<file path="src/polyline_even_spacing_sampler_macros.svh">
// assertion macros for the polyline dot sampler
// expects clk and arst_n in the scope of the module that uses them
`ifndef POLYLINE_EVEN_SPACING_SAMPLER_MACROS_SVH
`define POLYLINE_EVEN_SPACING_SAMPLER_MACROS_SVH

// same-cycle implication
`define PESS_ASSERT_IMP(lbl, ante, cons, msg) \
	lbl: assert property (@(posedge clk) disable iff (!arst_n) (ante) |-> (cons)) \
		else $error(msg);

// next-cycle implication
`define PESS_ASSERT_NXT(lbl, ante, cons, msg) \
	lbl: assert property (@(posedge clk) disable iff (!arst_n) (ante) |=> (cons)) \
		else $error(msg);

`endif

</file>
<file path="src/pess_pkg.sv">
// shared types, constants and the arctangent table of the polyline dot sampler
// no dependencies
package pess_pkg;

	localparam int COORD_W   = 32;
	localparam int DIFF_W    = 33;
	localparam int LEN_W     = 33;
	localparam int PROD_W    = 66;
	localparam int SPACING_W = 24;
	localparam int YAW_W     = 16;
	localparam int ANG_W     = 32;
	localparam int CORD_W    = 36;
	localparam int CSTEP_W   = 5;
	localparam int CORDIC_STEPS = 30;

	localparam logic [SPACING_W-1:0] SPACING_RESET = 24'd25600;

	typedef logic [1:0] axis_t;
	localparam axis_t AXIS_X = 2'd0;
	localparam axis_t AXIS_Y = 2'd1;
	localparam axis_t AXIS_Z = 2'd2;

	typedef enum logic [3:0] {
		ST_IDLE,
		ST_SQUARE,
		ST_SUM,
		ST_ROOT,
		ST_CHECK,
		ST_REM,
		ST_PROD,
		ST_LAUNCH,
		ST_DIV,
		ST_EMIT,
		ST_COMMIT
	} state_t;

	typedef struct packed {
		logic  in_ready;
		logic  start_path;
		logic  load_seg;
		logic  mul;
		logic  mul_dot;
		axis_t sel;
		logic  root_start;
		logic  check;
		logic  div_start;
		logic  rem_mode;
		logic  rem_take;
		logic  emit;
		logic  last;
		logic  commit;
	} cmd_t;

	typedef struct packed {
		logic in_valid;
		logic first;
		logic sqrt_busy;
		logic cordic_busy;
		logic div_busy;
		logic need;
		logic step_past;
		logic out_free;
	} status_t;

	// atan(2^-i) on a 2^32-per-turn angle
	function automatic logic [ANG_W-1:0] atan_lut(input logic [CSTEP_W-1:0] idx);
		logic [ANG_W-1:0] v;
		case (idx)
			5'd0:  v = 32'd536870912;
			5'd1:  v = 32'd316933406;
			5'd2:  v = 32'd167458907;
			5'd3:  v = 32'd85004756;
			5'd4:  v = 32'd42667331;
			5'd5:  v = 32'd21354465;
			5'd6:  v = 32'd10679838;
			5'd7:  v = 32'd5340245;
			5'd8:  v = 32'd2670163;
			5'd9:  v = 32'd1335087;
			5'd10: v = 32'd667544;
			5'd11: v = 32'd333772;
			5'd12: v = 32'd166886;
			5'd13: v = 32'd83443;
			5'd14: v = 32'd41721;
			5'd15: v = 32'd20860;
			5'd16: v = 32'd10430;
			5'd17: v = 32'd5215;
			5'd18: v = 32'd2607;
			5'd19: v = 32'd1303;
			5'd20: v = 32'd651;
			5'd21: v = 32'd325;
			5'd22: v = 32'd162;
			5'd23: v = 32'd81;
			5'd24: v = 32'd40;
			5'd25: v = 32'd20;
			5'd26: v = 32'd10;
			5'd27: v = 32'd5;
			5'd28: v = 32'd2;
			5'd29: v = 32'd1;
			default: v = '0;
		endcase
		return v;
	endfunction

endpackage

</file>
<file path="src/pess_ctrl.sv">
// controller state machine: sequences squares, root, remainder and the dot loop
// depends on pess_pkg and the assertion macro header
`include "polyline_even_spacing_sampler_macros.svh"
module pess_ctrl #(
	parameter int MAX_DOTS_PER_SEGMENT = 64
) (
	input  logic clk,
	input  logic arst_n,
	input  pess_pkg::status_t sts,
	output pess_pkg::cmd_t    cmd
);
	import pess_pkg::*;

	localparam int CW = $clog2(MAX_DOTS_PER_SEGMENT + 1);

	state_t        st_q, st_d;
	axis_t         sel_q;
	logic [CW-1:0] cnt_q;
	logic          cnt_last;

	assign cnt_last = cnt_q == CW'(MAX_DOTS_PER_SEGMENT - 1);

	always_comb begin
		st_d = st_q;
		case (st_q)
			ST_IDLE:   if (sts.in_valid && !sts.first) st_d = ST_SQUARE;
			ST_SQUARE: if (sel_q == AXIS_Z) st_d = ST_SUM;
			ST_SUM:    st_d = ST_ROOT;
			ST_ROOT:   if (!sts.sqrt_busy && !sts.cordic_busy) st_d = ST_CHECK;
			ST_CHECK:  st_d = sts.need ? ST_REM : ST_COMMIT;
			ST_REM:    if (!sts.div_busy) st_d = ST_PROD;
			ST_PROD:   if (sel_q == AXIS_Z) st_d = ST_LAUNCH;
			ST_LAUNCH: st_d = ST_DIV;
			ST_DIV:    if (!sts.div_busy) st_d = ST_EMIT;
			ST_EMIT: begin
				if (sts.out_free)
					st_d = (sts.step_past || cnt_last) ? ST_COMMIT : ST_PROD;
			end
			ST_COMMIT: st_d = ST_IDLE;
			default:   st_d = ST_IDLE;
		endcase
	end

	always_comb begin
		cmd     = '0;
		cmd.sel = sel_q;
		case (st_q)
			ST_IDLE: begin
				cmd.in_ready   = 1'b1;
				cmd.start_path = sts.in_valid && sts.first;
				cmd.load_seg   = sts.in_valid && !sts.first;
			end
			ST_SQUARE: cmd.mul = 1'b1;
			ST_SUM:    cmd.root_start = 1'b1;
			ST_ROOT:   ;
			ST_CHECK: begin
				cmd.check     = 1'b1;
				cmd.div_start = sts.need;
				cmd.rem_mode  = 1'b1;
			end
			ST_REM: begin
				cmd.rem_mode = 1'b1;
				cmd.rem_take = !sts.div_busy;
			end
			ST_PROD: begin
				cmd.mul     = 1'b1;
				cmd.mul_dot = 1'b1;
			end
			ST_LAUNCH: cmd.div_start = 1'b1;
			ST_DIV:    ;
			ST_EMIT: begin
				cmd.emit = sts.out_free;
				cmd.last = sts.step_past || cnt_last;
			end
			ST_COMMIT: cmd.commit = 1'b1;
			default:   ;
		endcase
	end

	always_ff @(posedge clk or negedge arst_n) begin
		if (!arst_n) begin
			st_q  <= ST_IDLE;
			sel_q <= AXIS_X;
			cnt_q <= '0;
		end else begin
			st_q <= st_d;
			if ((st_q == ST_SQUARE || st_q == ST_PROD) && sel_q != AXIS_Z)
				sel_q <= sel_q + 2'd1;
			else
				sel_q <= AXIS_X;
			if (cmd.check)
				cnt_q <= '0;
			else if (cmd.emit)
				cnt_q <= cnt_q + CW'(1);
		end
	end

	`PESS_ASSERT_NXT(a_last_commits, cmd.emit && cmd.last, st_q == ST_COMMIT, "last dot not followed by commit")
	`PESS_ASSERT_IMP(a_div_idle, cmd.div_start, !sts.div_busy, "divider restarted while busy")
	`PESS_ASSERT_IMP(a_root_idle, cmd.root_start, !sts.sqrt_busy && !sts.cordic_busy, "root or heading restarted while busy")
endmodule

</file>
<file path="config.mk">
export PLATFORM = sky130hd
export DESIGN_NAME = pess_ctrl
export DESIGN_NICKNAME = d
export VERILOG_FILES = /design/src/pess_pkg.sv /design/src/pess_ctrl.sv
export VERILOG_INCLUDE_DIRS = /design/src /design/src/src
export SDC_FILE = /design/constraint.sdc
export NUM_CORES = 1
export LEC_CHECK = 0
export ABC_AREA = 1
export BUFFER_PORTS_ARGS = -buffer_cell sky130_fd_sc_hd__clkbuf_2
export CAP_MARGIN = 20
export CORE_UTILIZATION = 46
export CTS_BUF_LIST = sky130_fd_sc_hd__clkbuf_16
export DETAILED_ROUTE_END_ITERATION = 10
export GPL_TIMING_DRIVEN = 0
export PLACE_DENSITY = 0.74
export SYNTH_ARGS = -nofsm -noshare
export SYNTH_HDL_FRONTEND = slang
export SYNTH_SLANG_ARGS = --single-unit
</file>
<file path="constraint.sdc">
create_clock -name clk -period 1.8 [get_ports clk]
set_input_delay 0.09 -clock clk [delete_from_list [all_inputs] [get_ports clk]]
set_output_delay 0.09 -clock clk [all_outputs]
set_load 0.01 [all_outputs]
</file>
Word-level counts from Yosys, hierarchy flattened
Cells that the tools add are included.
- flip-flop bits (word level): 13
- input port bits: 10
- output and inout port bits: 15
- eq/ne operators: 20
- $add $sub $neg: 2
- reductions and logical operators: 15
- mux-type cells: 23
- operators with widths (kind ; count):
    $pmux 4 s10 ; 1
    $mux 4 ; 9
    $eq 4x3->1 const B ; 4
    $ne 2x2->1 const B ; 8
    $mux 7 ; 2
    $eq 4x4->1 const B ; 3
    $eq 4x2->1 const B ; 2
    $add 7x1->7 const B ; 1
    $eq 7x6->1 const B ; 1
    $mux 1 ; 7
    $reduce_and 7->1 ; 1
    $eq 4x1->1 const B ; 1
    $logic_and 1x1->1 ; 4
    $logic_not 1->1 ; 4
    $logic_not 4->1 ; 1
    $mux 2 ; 2
    $reduce_or 2->1 ; 2
    $mux 3 ; 1
    $add 2x1->2 const B ; 1
    $eq 2x2->1 const B ; 1
    $logic_or 1x1->1 ; 2
    $pmux 1 s2 ; 1
    $reduce_bool 2->1 ; 1

Longest topological paths before layout
- depth in word-level cells: 5
- depth in mapped cells: 9
- gate-level depth less buffers: 9

Worst setup path after synthesis
No wires, ideal clock.
- kind: reg-to-output
- from: reg st_q[2]
- to: out cmd[12] in the netlist's numbering
- arrival: 1.189 ns
- required time: 1.710 ns
- buffers on the path: 0
- stages on the path, launching flop included: 6
- setup slack: 0.521 ns
- cells stage by stage: dfrtp_1 > nor2_1 > inv_1 > nor2_1 > inv_1 > nor2_1
- RTL lines (what ; line ; text):
    from (decl) ; pess_ctrl.sv:16 ; state_t st_q, st_d;
    from (signal assigned) ; pess_ctrl.sv:86 ; st_q <= st_d;
    to (decl) ; pess_ctrl.sv:10 ; output pess_pkg::cmd_t cmd

==> metrics.md <==
| Metric | Value |
|---|---|
| Post-Syn Nets | 169 |
| Via count | 1039 |
| Die span in y | 48.24 µm |
| First-pass GRT wire length | 3401 µm |
| Top-area cell type share of the netlist area | 0.3308 |
| Period minus WS final | 1621 ps |
| Max incr delay on CP | 440 ps |
| Fin nets | 199 |
| NetSw | 754.0 µW |
| Residual DRC count | 0 |
| Clk slew on worst S/H paths | 40 ps |
| Logic pwr share | 0.494 |
| Core area | 1982 µm² |
| Final Hold Vio Count | 0 |
| CTS resizes | 0 |
| Detailed placement HPWL | 1802 µm |
| CTS Hold Buffers Added | 1 |
| F_max | 616.7 MHz |
| Final hold slack | 248.4 ps |
| Global placement routability congestion | 0.8704 |
| Sequential fraction of the synthesis area | 0.3308 |
| Max_cap viols | 0 |
| ANT cells | 0 |
| Final Instance Count excl. Fillers | 213 |
| Post-Syn Area | 983.4 µm² |
| Post-Route WL | 2263 µm |
| Syn-to-layout area delta | 24.68% |
| Reg power frac | 0.265 |
| Max-slew headroom | 0.7826 |
| GRT Overall Usage | 0.2178 |
| FF+latch count, synth | 13 |
| Setup CP Type | flop to output pin |
| DIE WIDTH | 48.24 µm |
| Leakage power total | 0.7506 nW |
| Pins Over Slew Limit | 0 |
| Status | finished, final reports clean |
| First-pass DRT Iterations | 4 |
| VDD IR-drop max | 0.8019 mV |
| Largest net degree at the start of global routing | 14 |
| Setup TNS | 0 ps |
| YS warnings | 0 |
| Switching fraction of total power | 0.4448 |
| Critical-path maximum fanout | 5 |
| CTS tree | done |
| Yosys cell types | 18 |
| Fin crit share | 0.9008 |
| Unrepaired setup endpoints after global routing | no |
| Critical Path RT | 1710 ps |
| Initial antenna violation count | 0 |
| Sink Count | 13 |
| Crit path max-delay cell type | dfrtp_1 |
| Worst slew pin tran | 326.1 ps |
| Syn Area/Cell | 6.264 µm² |
| Startpoint types | flop |
| Clock power share | 0.241 |
| Top post-synthesis cells by area | dfrtp_1 33%, nand2_1 20%, nand3_1 10%, nor2_1 8.8%, inv_1 6.5% |
| CTS Buf Count | 3 |
| Worst path arrival time | 1530 ps |
| Power Density | 1382 nW/µm² |
| Worst skew pair latency | 240 ps |
| Critical path, cell by cell | nor2_1 > inv_1 > nor2_1 > inv_1 > nor2_1 > clkbuf_2 |
| Most Frequent Cell on Critical Path | nor2_1 |
| Share of cells above drive strength 1 | 0.2419 |
| Final Skew | 3.872 ps |
| Gate count after technology mapping | 157 |
| IO Pins | 25 |
| 1st-iter DRT viols | 25 |
| Total gr overflow | 0 |
| Vias in the first global route | 809 |
| Average routed wire per standard cell | 10.62 µm |
| Port-buffer cells | 24 |
| Placed Cells | 208 |
| Initial core utilization | 0.4962 |
| Final setup violation count | 0 |
| Final Core Density | 0.6187 |
| Setup repair bufs after CTS | 0 |
| Vias per inst | 4.878 |
| Clk buf depth | 2 |
| Int Pwr | 941.1 µW |
| CP endpoint kind | output pin |
| Yosys top cell by area | dfrtp_1 |
| Total Power | 1.695 mW |
| ANT nets after route | 0 |
| Htree depth | 1 |
| Clk root buf | clkbuf_16 |
| Die ar. | 2327 µm² |
| Hold Crit Class | primary input to flop |
| Row count | 16 |
flip-flops by register name (all words and copies together), names as in the netlist:
| name | flops |
|---|---|
| cnt_q | 7 |
| st_q | 4 |
| sel_q | 2 |
cell families after synthesis:
logic type / share of synthesized area
buf+inv: 0.09542
flops: 0.3308
simple gates: 0.5051
fa+ha+maj: 0.02544
compound gates: 0.04326
layer usage:
layer	vias up	track usage	part of all wire
li1	550	-	-
met1	468	0.2938	0.48
met2	17	0.3333	0.47
met3	4	0.06667	0.040
met4	0	0.06667	0.0097
met5	-	0	0
layout by cell type (no fill, tap or decap), drive strengths merged:
cell / instances
nand3: 20
ha: 2
inv: 26
nand4: 2
dfrtp: 13
o21a: 1
nor2: 30
dlygate4sd3: 1
clkbuf: 27
nand2: 56
nor3b: 1
a21oi: 4
o21ai: 3
worst max-delay path, delay by kind of cell, from the launching register on:
| family | cells | cell delay (ps) |
|---|---|---|
| buf+inv | 3 | 330 |
| flops | 1 | 440 |
| simple gates | 3 | 530 |
final cells by class:
cell class / instances / area (µm²)
Multi-Input combinational cell: 119 / 564.3
Sequential cell: 13 / 325.3
Clock buffer: 3 / 75.07
Clock inverter: 1 / 3.754
Inverter: 25 / 93.84
Fill cell: 201 / 755.7
Timing Repair Buffer: 25 / 130.1
Tap cell: 27 / 33.78
power by group through the flow:
stage               clock network, mW  registers (mW)  logic, mW
floorplan                           0           0.441      0.618
global placement                    0           0.446      0.828
detailed placement                  0           0.452      0.836
CTS                             0.420           0.448      0.841
global route                    0.437           0.460      0.961
finish                          0.409           0.449      0.837
synthesized netlist by cell type:
cell type / n
nand2_1: 53
o21a_1: 1
nor2_1: 23
nor2_8: 1
nand2_2: 2
inv_1: 17
nor2_4: 2
nor2_2: 4
nor3b_1: 1
a21oi_1: 4
dfrtp_1: 13
nand4_1: 2
nand2_4: 1
o21ai_1: 2
ha_1: 2
nand3_1: 20
o21ai_0: 1
inv_2: 8
worst paths after layout:
| path | cells after the start | slack (ps) | endpoint | from |
|---|---|---|---|---|
| max in group asynchronous | 2 | 1280 | cnt_q[2] | arst_n |
| min | 6 | 250 | st_q[3] | sts[2] |
| max | 6 | 180 | cmd[12] | st_q[2] |
| min reg2reg | 1 | 450 | sel_q[0] | sel_q[0] |
| min in group asynchronous | 2 | 280 | cnt_q[5] | arst_n |
| max reg2reg | 8 | 380 | st_q[3] | st_q[1] |
per-stage QoR:
stage          cell area [µm²]  setup slack, ps
6_report                  1226            178.5
3_5_place_dp              1137            410.6
3_3_place_gp              1137            393.7
5_1_grt                   1226            37.50
4_1_cts                   1226            177.2
2_1_floorplan            983.4            520.6
Note: power is estimated with default switching activity, not from simulation.
